--- src/hw/rtl/indexed_list_store_assert.svh ---
// Assertion macros used by the indexed list store top level.
`ifndef INDEXED_LIST_STORE_ASSERT_SVH
`define INDEXED_LIST_STORE_ASSERT_SVH

// Same-cycle implication, clocked by clk and disabled during reset.
`define ILS_ASSERT(label, ante, cons, msg) \
	label: assert property (@(posedge clk) disable iff (!arst_n) (ante) |-> (cons)) \
		else $error(msg);

// Next-cycle implication, clocked by clk and disabled during reset.
`define ILS_ASSERT_NEXT(label, ante, cons, msg) \
	label: assert property (@(posedge clk) disable iff (!arst_n) (ante) |=> (cons)) \
		else $error(msg);

`endif

--- src/hw/rtl/ils_pkg.sv ---
// Types and constants of the indexed list store.
package ils_pkg;

	localparam int KIND_W = 3;
	localparam int IDX_W  = 8;
	localparam int VAL_W  = 32;
	localparam int LEN_W  = 7;
	localparam int STAT_W = 2;

	typedef enum logic [KIND_W-1:0] {
		KIND_APPEND  = 3'd0,
		KIND_PREPEND = 3'd1,
		KIND_INSERT  = 3'd2,
		KIND_REMOVE  = 3'd3,
		KIND_GET     = 3'd4
	} kind_t;

	typedef enum logic [STAT_W-1:0] {
		STAT_DONE  = 2'd0,
		STAT_RANGE = 2'd1,
		STAT_FULL  = 2'd2
	} status_t;

	typedef enum logic [3:0] {
		S_IDLE,
		S_DECODE,
		S_INS_SHIFT,
		S_INS_DRAIN,
		S_INS_WRITE,
		S_REM_SHIFT,
		S_GET_READ,
		S_FLUSH,
		S_RESP
	} state_t;

endpackage

--- src/hw/rtl/indexed_list_store.sv ---
// Top level of the indexed list store: sequencer, entry memory and result register.
//
// Requests arrive on req_valid/req_stall with kind, index and value; each one
// gives exactly one result on rsp_valid/rsp_stall with status, read_value and
// length. A request is taken when valid is high and stall is low.
// The block works on one request at a time and holds req_stall high until it
// has placed that request's result in the output register.
// Insert and prepend move the entries behind the position one place up, one
// entry per cycle through the single memory port pair; when the position is
// the end, as for append, no entry moves. Remove moves the entries above the
// position down. Get reads the entry at the position, and a rejected request
// goes straight to its result. The next request is taken in the cycle after
// a result is loaded.
// While the receiver stalls, the result stays in the output register and a
// new request may be taken; its result waits until the register is free.
// Reset empties the store at once; entries are not cleared.
module indexed_list_store #(
	parameter int CAPACITY = 64
) (
	input  logic                              clk,
	input  logic                              arst_n,
	input  logic                              req_valid,
	output logic                              req_stall,
	input  logic [ils_pkg::KIND_W-1:0]        kind,
	input  logic signed [ils_pkg::IDX_W-1:0]  index,
	input  logic signed [ils_pkg::VAL_W-1:0]  value,
	output logic                              rsp_valid,
	input  logic                              rsp_stall,
	output logic [ils_pkg::STAT_W-1:0]        status,
	output logic signed [ils_pkg::VAL_W-1:0]  read_value,
	output logic [ils_pkg::LEN_W-1:0]         length
);
	import ils_pkg::*;

	`include "indexed_list_store_assert.svh"

	localparam int CW = $clog2(CAPACITY + 1);
	localparam int AW = $clog2(CAPACITY);

	state_t                  state_q;
	state_t                  state_d;
	logic [KIND_W-1:0]       kind_q;
	logic signed [IDX_W-1:0] index_q;
	logic [VAL_W-1:0]        value_q;
	logic [CW-1:0]           count_q;
	logic [CW-1:0]           cnt_m1;
	logic [CW-1:0]           pos_q;
	status_t                 st_q;
	logic [AW-1:0]           rd_ptr_q;
	logic [AW-1:0]           wr_addr_q;
	logic                    pend_q;
	logic                    first_q;
	logic [VAL_W-1:0]        rd_val_q;
	logic [VAL_W-1:0]        rdata_q;
	logic                    rsp_valid_q;
	status_t                 status_q;
	logic [VAL_W-1:0]        read_value_q;
	logic [LEN_W-1:0]        length_q;

	logic [CW-1:0]           map_pos;
	status_t                 map_code;
	logic                    rsp_load;
	logic                    rem_last;

	logic                    mem_we;
	logic [AW-1:0]           mem_waddr;
	logic [VAL_W-1:0]        mem_wdata;
	logic [VAL_W-1:0]        mem [CAPACITY];

	ils_index_map #(
		.CAPACITY (CAPACITY),
		.CW       (CW)
	) u_map (
		.kind  (kind_q),
		.index (index_q),
		.count (count_q),
		.pos   (map_pos),
		.code  (map_code)
	);

	assign cnt_m1   = count_q - CW'(1);
	assign rem_last = (CW'(rd_ptr_q) == cnt_m1);
	assign rsp_load = (state_q == S_RESP) && (!rsp_valid_q || !rsp_stall);

	always_comb begin
		state_d = state_q;
		unique case (state_q)
			S_IDLE: begin
				if (req_valid) begin
					state_d = S_DECODE;
				end
			end
			S_DECODE: begin
				if (map_code != STAT_DONE) begin
					state_d = S_RESP;
				end else begin
					case (kind_q) inside
						KIND_APPEND, KIND_PREPEND, KIND_INSERT: begin
							state_d = (count_q != map_pos) ? S_INS_SHIFT : S_INS_WRITE;
						end
						KIND_REMOVE: state_d = S_REM_SHIFT;
						KIND_GET:    state_d = S_GET_READ;
						default:     state_d = S_RESP;
					endcase
				end
			end
			S_INS_SHIFT: begin
				if (rd_ptr_q == pos_q[AW-1:0]) begin
					state_d = S_INS_DRAIN;
				end
			end
			S_INS_DRAIN: state_d = S_INS_WRITE;
			S_INS_WRITE: state_d = S_RESP;
			S_REM_SHIFT: begin
				if (rem_last) begin
					state_d = S_FLUSH;
				end
			end
			S_GET_READ: state_d = S_FLUSH;
			S_FLUSH:    state_d = S_RESP;
			S_RESP: begin
				if (rsp_load) begin
					state_d = S_IDLE;
				end
			end
			default: state_d = S_IDLE;
		endcase
	end

	always_comb begin
		req_stall = 1'b1;
		mem_we    = 1'b0;
		mem_waddr = wr_addr_q;
		mem_wdata = rdata_q;
		unique case (state_q)
			S_IDLE:      req_stall = 1'b0;
			S_INS_SHIFT: mem_we = pend_q;
			S_INS_DRAIN: mem_we = 1'b1;
			S_INS_WRITE: begin
				mem_we    = 1'b1;
				mem_waddr = pos_q[AW-1:0];
				mem_wdata = value_q;
			end
			S_REM_SHIFT: mem_we = pend_q && !first_q;
			S_FLUSH:     mem_we = !first_q;
			default:     mem_we = 1'b0;
		endcase
	end

	always_ff @(posedge clk or negedge arst_n) begin
		if (!arst_n) begin
			state_q     <= S_IDLE;
			count_q     <= '0;
			rsp_valid_q <= 1'b0;
		end else begin
			state_q <= state_d;
			if (state_q == S_INS_WRITE) begin
				count_q <= count_q + CW'(1);
			end else if (state_q == S_FLUSH && kind_q == KIND_REMOVE) begin
				count_q <= cnt_m1;
			end
			if (rsp_load) begin
				rsp_valid_q <= 1'b1;
			end else if (!rsp_stall) begin
				rsp_valid_q <= 1'b0;
			end
		end
	end

	always_ff @(posedge clk) begin
		if (state_q == S_IDLE && req_valid) begin
			kind_q  <= kind;
			index_q <= index;
			value_q <= value;
		end
		unique case (state_q)
			S_DECODE: begin
				pos_q    <= map_pos;
				st_q     <= map_code;
				rd_val_q <= '0;
				first_q  <= 1'b1;
				pend_q   <= 1'b0;
				case (kind_q) inside
					KIND_REMOVE, KIND_GET: rd_ptr_q <= map_pos[AW-1:0];
					default:               rd_ptr_q <= cnt_m1[AW-1:0];
				endcase
			end
			S_INS_SHIFT: begin
				pend_q    <= 1'b1;
				wr_addr_q <= rd_ptr_q + AW'(1);
				rd_ptr_q  <= rd_ptr_q - AW'(1);
			end
			S_REM_SHIFT: begin
				pend_q    <= 1'b1;
				wr_addr_q <= rd_ptr_q - AW'(1);
				rd_ptr_q  <= rd_ptr_q + AW'(1);
				if (pend_q && first_q) begin
					rd_val_q <= rdata_q;
					first_q  <= 1'b0;
				end
			end
			S_FLUSH: begin
				if (first_q) begin
					rd_val_q <= rdata_q;
				end
			end
			default: begin
			end
		endcase
		if (rsp_load) begin
			status_q     <= st_q;
			read_value_q <= rd_val_q;
			length_q     <= LEN_W'(count_q);
		end
	end

	always_ff @(posedge clk) begin
		if (mem_we) begin
			mem[mem_waddr] <= mem_wdata;
		end
		rdata_q <= mem[rd_ptr_q];
	end

	assign rsp_valid  = rsp_valid_q;
	assign status     = status_q;
	assign read_value = read_value_q;
	assign length     = length_q;

	`ILS_ASSERT(a_count_max, 1'b1, count_q <= CW'(CAPACITY), "count exceeds capacity")
	`ILS_ASSERT_NEXT(a_count_step, 1'b1, count_q == $past(count_q) || count_q == $past(count_q) + CW'(1) || count_q == $past(count_q) - CW'(1), "count moved by more than one")
	`ILS_ASSERT(a_reject_keeps, state_q == S_RESP && $past(state_q) == S_DECODE, $stable(count_q), "rejected request changed the length")
	`ILS_ASSERT(a_shift_bound, state_q == S_INS_SHIFT, CW'(rd_ptr_q) < count_q, "insert shift read beyond the stored entries")

endmodule

--- src/hw/rtl/ils_index_map.sv ---
// Maps a request index to a store position and checks range and fullness.
module ils_index_map #(
	parameter int CAPACITY = 64,
	parameter int CW = 7
) (
	input  logic [ils_pkg::KIND_W-1:0]       kind,
	input  logic signed [ils_pkg::IDX_W-1:0] index,
	input  logic [CW-1:0]                    count,
	output logic [CW-1:0]                    pos,
	output ils_pkg::status_t                 code
);
	import ils_pkg::*;

	localparam int KW = ((CW > IDX_W) ? CW : IDX_W) + 2;

	logic signed [KW-1:0] k_s;
	logic signed [KW-1:0] l_s;
	logic signed [KW-1:0] lp1_s;
	logic signed [KW-1:0] neg_l_s;
	logic signed [KW-1:0] neg_lp1_s;
	logic signed [KW-1:0] sum_s;
	logic signed [KW-1:0] ins_s;
	logic                 is_full;
	logic                 is_empty;

	assign k_s       = {{(KW-IDX_W){index[IDX_W-1]}}, index};
	assign l_s       = {{(KW-CW){1'b0}}, count};
	assign lp1_s     = l_s + {{(KW-1){1'b0}}, 1'b1};
	assign neg_l_s   = -l_s;
	assign neg_lp1_s = -lp1_s;
	assign sum_s     = l_s + k_s;
	assign ins_s     = lp1_s + k_s;
	assign is_full   = (count == CW'(CAPACITY));
	assign is_empty  = (count == '0);

	always_comb begin
		pos  = '0;
		code = STAT_RANGE;
		unique case (kind)
			KIND_APPEND: begin
				pos  = count;
				code = is_full ? STAT_FULL : STAT_DONE;
			end
			KIND_PREPEND: begin
				code = is_full ? STAT_FULL : STAT_DONE;
			end
			KIND_INSERT: begin
				if (k_s >= 0 && k_s <= l_s) begin
					pos  = k_s[CW-1:0];
					code = is_full ? STAT_FULL : STAT_DONE;
				end else if (k_s < 0 && k_s >= neg_lp1_s) begin
					pos  = ins_s[CW-1:0];
					code = is_full ? STAT_FULL : STAT_DONE;
				end
			end
			KIND_REMOVE: begin
				if (!is_empty) begin
					if (k_s >= 0 && k_s < l_s) begin
						pos  = k_s[CW-1:0];
						code = STAT_DONE;
					end else if (k_s < 0 && k_s >= neg_l_s) begin
						pos  = sum_s[CW-1:0];
						code = STAT_DONE;
					end else if (k_s == neg_lp1_s) begin
						code = STAT_DONE;
					end
				end
			end
			KIND_GET: begin
				if (!is_empty) begin
					if (k_s >= 0 && k_s < l_s) begin
						pos  = k_s[CW-1:0];
						code = STAT_DONE;
					end else if (k_s < 0 && k_s >= neg_l_s) begin
						pos  = sum_s[CW-1:0];
						code = STAT_DONE;
					end
				end
			end
			default: begin
				code = STAT_RANGE;
			end
		endcase
	end

endmodule

--- config.mk ---
export PLATFORM = sky130hd
export DESIGN_NAME = indexed_list_store
export DESIGN_NICKNAME = d
export VERILOG_FILES = /design/src/hw/rtl/ils_pkg.sv /design/src/hw/rtl/indexed_list_store.sv /design/src/hw/rtl/ils_index_map.sv
export VERILOG_INCLUDE_DIRS = /design/src /design/src/hw/rtl
export SDC_FILE = /design/constraint.sdc
export NUM_CORES = 2
export LEC_CHECK = 0
export BUFFER_PORTS_ARGS = -buffer_cell sky130_fd_sc_hd__buf_2
export CAP_MARGIN = 20
export CORE_MARGIN = 3
export CORE_UTILIZATION = 38
export CTS_BUF_LIST = sky130_fd_sc_hd__clkbuf_4 sky130_fd_sc_hd__clkbuf_8
export CTS_CLUSTER_DIAMETER = 50
export DETAILED_ROUTE_END_ITERATION = 7
export SYNTH_ARGS = -nofsm -noshare
export SYNTH_HDL_FRONTEND = slang
export SYNTH_HIERARCHICAL = 1
export SYNTH_SLANG_ARGS = --single-unit
--- constraint.sdc ---
create_clock -name clk -period 11.5 [get_ports clk]
set_clock_uncertainty 0.2 [all_clocks]
set_input_delay 1.725 -clock clk [delete_from_list [all_inputs] [get_ports clk]]
set_output_delay 1.725 -clock clk [all_outputs]
set_load 0.01 [all_outputs]
# Yosys cells after proc, flatten, opt, wreduce, memory -nomap -nowiden
# Memories as Yosys holds them, arrays and structs flattened. A register that Yosys moved wholly into a read port is not among the register bits.
# Cells that the tools add are included.
# Widths: inputs -> output; s select.
[word_totals]
mem_count = 1
ff_bits = 150
romBits = 0
mem_bits_rw = 2048
output_inout_bits = 43
latch_bits = 0
inputBits = 47
[classes]
n_div = 0
add_sub_neg = 9
n_bitwise = 0
mul = 0
n_eq_ne = 24
magnitude_cmp = 6
muxes = 46
shifts = 0
reduce_logical = 32
[memory_table]
columns = ["memory", "words", "word_bits", "rd", "rd_ports_with_merged_regs", "wr", "line_no", "source"]
rows = [
  ["mem", 64, 32, 1, 1, 1, "indexed_list_store.sv:68", "logic [VAL_W-1:0] mem [CAPACITY];"],
]
[ops]
columns = ["operator", "count"]
rows = [
  ["$mux 32", 3],
  ["$pmux 32 s3", 1],
  ["$mux 7", 7],
  ["$mux 4", 8],
  ["$pmux 4 s8", 1],
  ["$pmux 7 s3", 1],
  ["$ge 8x10->1", 2],
  ["$pmux 6 s3", 1],
  ["$eq 4x3->1 const B", 4],
  ["$mux 2", 8],
  ["$add 7x7->7", 2],
  ["$mux 6", 2],
  ["$ne 2x2->1 const B", 6],
  ["$pmux 6 s2", 1],
  ["$eq 8x10->1", 1],
  ["$neg 7->10", 1],
  ["$neg 8->10", 1],
  ["$reduce_bool 2->1", 5],
  ["$reduce_or 2->1", 5],
  ["$logic_and 1x1->1", 9],
  ["$add 7x1->8 const B", 1],
  ["$eq 4x2->1 const B", 2],
  ["$ge 8x1->1 const B", 1],
  ["$le 8x8->1", 1],
  ["other kinds (31)", 43],
]

# Depth between registers and ports, before layout
[depth]
depth_word = 12
depth_mapped = 21
mapped_depth_nobuf = 20

# Cells and area by module
# Netlist, hierarchy kept.
[by_module_without_submodules]
columns = ["module", "cells_each", "area_per_inst_um2", "instances"]
rows = [
  ["indexed_list_store", 3794, 85059.1, 1],
  ["ils_index_map", 236, 1794.2, 1],
]

# Worst setup path after synthesis
# Ideal clock, no wire load.
[synth_path]
kind = "flip-flop to flip-flop"
startpoint = "register state_q[0]"
endpoint = "memory mem[41][0] (enable)"
setup_slack_ns = 6.913
path_stages_with_launch = 6
arrival_ns = 3.926
path_cell_list = "dfrtp_1 buf_2 nor4b_4 mux2i_1 nand3_1 nor3_1"
[synth_via]
elab_chain_len = 5
word_cells_on_any_way = 10
classes_between = "eq/ne: 5; mux: 4; reduce/logical: 1"
[synth_rtl]
columns = ["item", "line_no", "source"]
rows = [
  ["from (decl)", "indexed_list_store.sv:40", "state_t state_q;"],
  ["from (signal assigned)", "indexed_list_store.sv:156", "state_q <= state_d;"],
  ["$eq 4x3->1 / $eq 4x2->1 (equally long branches)", "indexed_list_store.sv:135", "unique case (state_q)"],
  ["$reduce_or 2->1 (no source line)", "-", ""],
  ["$pmux 1 s4", "indexed_list_store.sv:135", ""],
  ["$mux 1", "indexed_list_store.sv:218", "if (mem_we) begin"],
  ["$mux 1 (implied by the code)", "indexed_list_store.sv:219", "mem[mem_waddr] <= mem_wdata;"],
  ["to (decl)", "indexed_list_store.sv:68", ""],
]
# Several ways; a longest one is shown, not always the timed one.

# Final worst setup path
[layout_path]
startpoint = "register count_q[0]"
endpoint = "register state_q[1]"
[layout_via]
elab_chain_len = 12
word_cells_on_any_way = 43
classes_between = "add/sub: 6; order compare: 4; eq/ne: 5; mux: 21; reduce/logical: 7"
[layout_rtl]
columns = ["item", "line_no", "source"]
rows = [
  ["from (decl)", "indexed_list_store.sv:45", "logic [CW-1:0] count_q;"],
  ["from (signal assigned)", "indexed_list_store.sv:158", "count_q <= count_q + CW'(1);"],
  ["from (signal assigned)", "indexed_list_store.sv:160", "count_q <= cnt_m1;"],
  ["$add 7x1->8 / $neg 7->10 (equally long branches)", "ils_index_map.sv:28, ils_index_map.sv:29", ""],
  ["$neg 8->10 / $ge 8x10->1 (equally long branches)", "ils_index_map.sv:30, ils_index_map.sv:61, ils_index_map.sv:74", ""],
  ["$ge 8x10->1 / $logic_and 1x1->1 (equally long branches)", "ils_index_map.sv:51, ils_index_map.sv:61, ils_index_map.sv:74", ""],
  ["$logic_and 1x1->1 / $mux 7 (equally long branches)", "ils_index_map.sv:51, ils_index_map.sv:61, ils_index_map.sv:74", ""],
  ["$mux 7, on equally long branches", "ils_index_map.sv:51, ils_index_map.sv:71", ""],
  ["$mux 7, on equally long branches", "ils_index_map.sv:48, ils_index_map.sv:70", ""],
  ["$pmux 7 s3 *", "ils_index_map.sv:39", "unique case (kind)"],
  ["via map_pos[6]", "indexed_list_store.sv:60", "logic [CW-1:0] map_pos;"],
  ["$ne 7x7->1 *", "indexed_list_store.sv:99", "state_d = (count_q != map_pos) ? S_INS_SHIFT : S_INS_WRITE;"],
  ["$mux 3 *", "indexed_list_store.sv:99", ""],
  ["$mux 4 *", "indexed_list_store.sv:97", "case (kind_q) inside"],
  ["$mux 4 *", "indexed_list_store.sv:94", "if (map_code != STAT_DONE) begin"],
  ["$pmux 4 s8 *", "indexed_list_store.sv:87", "unique case (state_q)"],
]
# The timed path passes the listed nets; every way through them passes the cells marked *.
# A chain may end at the register's enable or synchronous reset.

==> impl_metrics.tcl <==
set metrics [dict create \
    routedWlPerCell_um 28.99 \
    p_leak_nw 31.36 \
    setup_viol 0 \
    drive_gt1_share_pct 31.24 \
    synth_cell_type_count 79 \
    status "finished clean" \
    fin_cells 7676 \
    synth-seq-cells 2230 \
    grt_pass1_vias 43790 \
    clk_latency_ns 1.03 \
    hold_path.class "flop to flop" \
    cp.required_ns 12.19 \
    grt_max_degree 135 \
    root_buffer "clkbuf_8" \
    die_y_um 484.1 \
    startpoint "count_q[0]" \
    place_area_sq_um 91660 \
    finalWorstSetupSlack_ns 5.847 \
    dp_slack_ns 5.899 \
    cts-htree-levels 5 \
    route.detailed.drc 0 \
    finalInstanceArea_sq_um 98990 \
    synthToLayoutAreaGrowth_pct 13.97 \
    cp-end-kind "flop" \
    place_hpwl_mm 120.7 \
    core_sq_um 226000 \
    netlist_area_sq_um 86850 \
    grt_setup_unrepaired "no" \
    relSlewSlack_pct 26.09 \
    clkTransAtPathRegs_ns 0.07 \
    min_period_ns 5.653 \
    cts_sinks 2230 \
    fmax_ghz 0.1769 \
    fin_nets 4502 \
    dr.pass1.iters 6 \
    final_common_cell "edfxtp_1" \
    wl_mm 222.5 \
    timing_worst_setup_path_type "flop to flop" \
    gr-usage-all-layers_pct 18.83 \
    hold_viol 0 \
    vias 42840 \
    synthArstFlopShare_pct 0.5381 \
    drv_cap 0 \
    hp-start "rd_val_q[29]" \
    dieArea_sq_um 234300 \
    path_cells "inv_1 > ha_1 > nor3_1 > mux2i_1 > o32ai_1 > xnor2_1 > ha_1 > and4_1 > and2_0 > a221o_1 > nand3_1 > or4_1 > o211ai_1 > xnor2_1 > nand4_1 > o41ai_1 > a21boi_0 > o21bai_1 > o21ai_0" \
    die_w_um 484.1 \
    yosysSeqAreaShare_pct 76.66 \
    arrival_ns 6.34 \
    ios 90 \
    cp_max_fo 15 \
    fillers 19150 \
    crit_path_start_kind "flop" \
    cts_tree "yes" \
    final_cell_mix "edfxtp_1 (2186), mux4_2 (565), clkbuf_8 (375), nand2_1 (141), clkbuf_4 (113)" \
    place.gp.congestion 0.8680 \
    hold_buffers 0 \
    initial_core_util_pct 38.43 \
    numCtsBuffers 361 \
    cts_resized 0 \
    num_rows 174 \
    port_buffers 89 \
    synth_ff_type "edfxtp_1" \
    tns_ns 0 \
    vias_per_cell 5.581 \
    overflow 0 \
    first_iter_violations 5048 \
    ys.warnings.count 6 \
    slowest_delay_ns 0.73 \
    antenna_found_initial 12 \
    synth_nets 4123 \
    worst_slew_pin_slew_ns 1.105 \
    syn_inst 4030 \
    antenna_left 0 \
    synth-edff-count 2186 \
    clk_path_buf_depth 4 \
    vdd_drop_max_v 0.0001997 \
    avgSynthCellArea_sq_um 21.55 \
    dp.cells 7020 \
    reg2reg_from "count_q[0]" \
    grt_pass1_wl_mm 319.0 \
    fin_crit_sh_pct 49.16 \
    drv_slew 0 \
    slowest_stage "dfrtp_1" \
    p_per_area_nw_per_um2 267.6 \
    post_cts_buffers 0 \
]
kinds of logic after synthesis:
family	count (synthesis)	synth area share (%)
DFF	2230	76.66
xor gates and xnor gates	61	0.6151
adders and majority gates	46	0.6800
and+or+nand+nor	464	2.466
muxes	657	15.72
buffers and inverters	239	1.259
AOI/OAI and AO/OA	333	2.599
final cells by class:
type                            count  area, sq um  share of cell area, %
Clock inverter                    146        868.3                 0.8772
Timing Repair Buffer              225         1883                  1.902
Clock buffer                      488         6010                  6.071
Inverter                           30        117.6                 0.1188
Multi-Input combinational cell   1561        19770                  19.98
Antenna cell                        4        10.01                0.01011
Sequential cell                  2230        66580                  67.26
Tap cell                         2992         3744                  3.782
synth_stat cells, drive strengths merged (7+ instances only):
| cell | number | area, sq um |
|---|---|---|
| a211oi | 31 | 242.7 |
| a21boi | 7 | 52.55 |
| a21oi | 65 | 329.1 |
| a221oi | 14 | 122.6 |
| a22oi | 23 | 177.7 |
| a31oi | 9 | 56.30 |
| and2 | 7 | 43.80 |
| and3 | 35 | 219.0 |
| buf | 125 | 665.6 |
| clkbuf | 84 | 315.3 |
| dfrtp | 12 | 300.3 |
| dfxtp | 32 | 640.6 |
| edfxtp | 2186 | 65640 |
| ha | 44 | 550.5 |
| inv | 27 | 101.3 |
| mux2i | 87 | 870.8 |
| mux4 | 565 | 12720 |
| nand2 | 174 | 653.1 |
| nand2b | 13 | 88.83 |
| nand3 | 28 | 145.1 |
| nor2 | 135 | 506.7 |
| nor2b | 13 | 81.33 |
| nor3 | 19 | 95.09 |
| o21ai | 66 | 341.6 |
| o221ai | 30 | 262.8 |
| o22ai | 41 | 256.5 |
| xnor2 | 42 | 367.9 |
| xor2 | 19 | 166.4 |
critical path, delay by kind of cell, from the launching register on:
kind                       cells  cell delay [ns]
buffers and inverters          1             0.23
adders and majority gates      2             0.72
DFF                            1             0.73
and+or+nand+nor                6             1.73
AOI/OAI and AO/OA              7             1.36
xor gates and xnor gates       2             0.30
muxes                          1             0.26
report_power, final:
group          leakage, nW  internal, mW  switching (mW)
combinational         7.60          3.13            5.60
clock                 3.66          3.58            3.03
sequential            20.1          10.9           0.246
final timing paths:
| kind | cells after the start | endpoint | slack, ns |
|---|---|---|---|
| max in group asynchronous | 1 | rsp_valid | 10.45 |
| worst max-delay path | 19 | state_q[1] | 5.85 |
| min in group asynchronous | 1 | state_q[1] | 0.39 |
| worst max register to register | 19 | state_q[1] | 5.85 |
| worst min-delay path | 0 | read_value[29] | 0.22 |
| worst min register to register | 0 | read_value[29] | 0.22 |
registers in the layout, summed over array words and instances (netlist names), 3 cells and up:
signal      flops
count_q         7
index_q         8
kind_q          3
length          7
mem          2048
pos_q           6
rd_ptr_q        6
rd_val_q       32
rdata_q        32
read_value     32
state_q         4
value_q        32
wr_addr_q       6
per-layer routing:
metal  part of all wire [%]  vias to the layer above  global-route usage [%]
met1                     41                    22950                   26.03
met2                     47                     1848                   29.11
li1                       -                    17710                       -
met5                 0.0058                        -                       0
met3                    9.1                      331                   5.274
met4                    2.5                        2                   5.749
metrics by stage:
step / utilization, % / power (mW) / hold slack [ns]
5_1_grt: 43.80 / 27.65 / 0.2244
4_1_cts: 43.60 / 26.46 / 0.2186
2_1_floorplan: - / 16.74 / 0.2003
6_report: 43.80 / 26.49 / 0.2188
3_5_place_dp: 40.56 / 19.85 / 0.2045
3_3_place_gp: 40.55 / 19.68 / 0.2050
No activity file was read; power rests on OpenSTA's default activity.
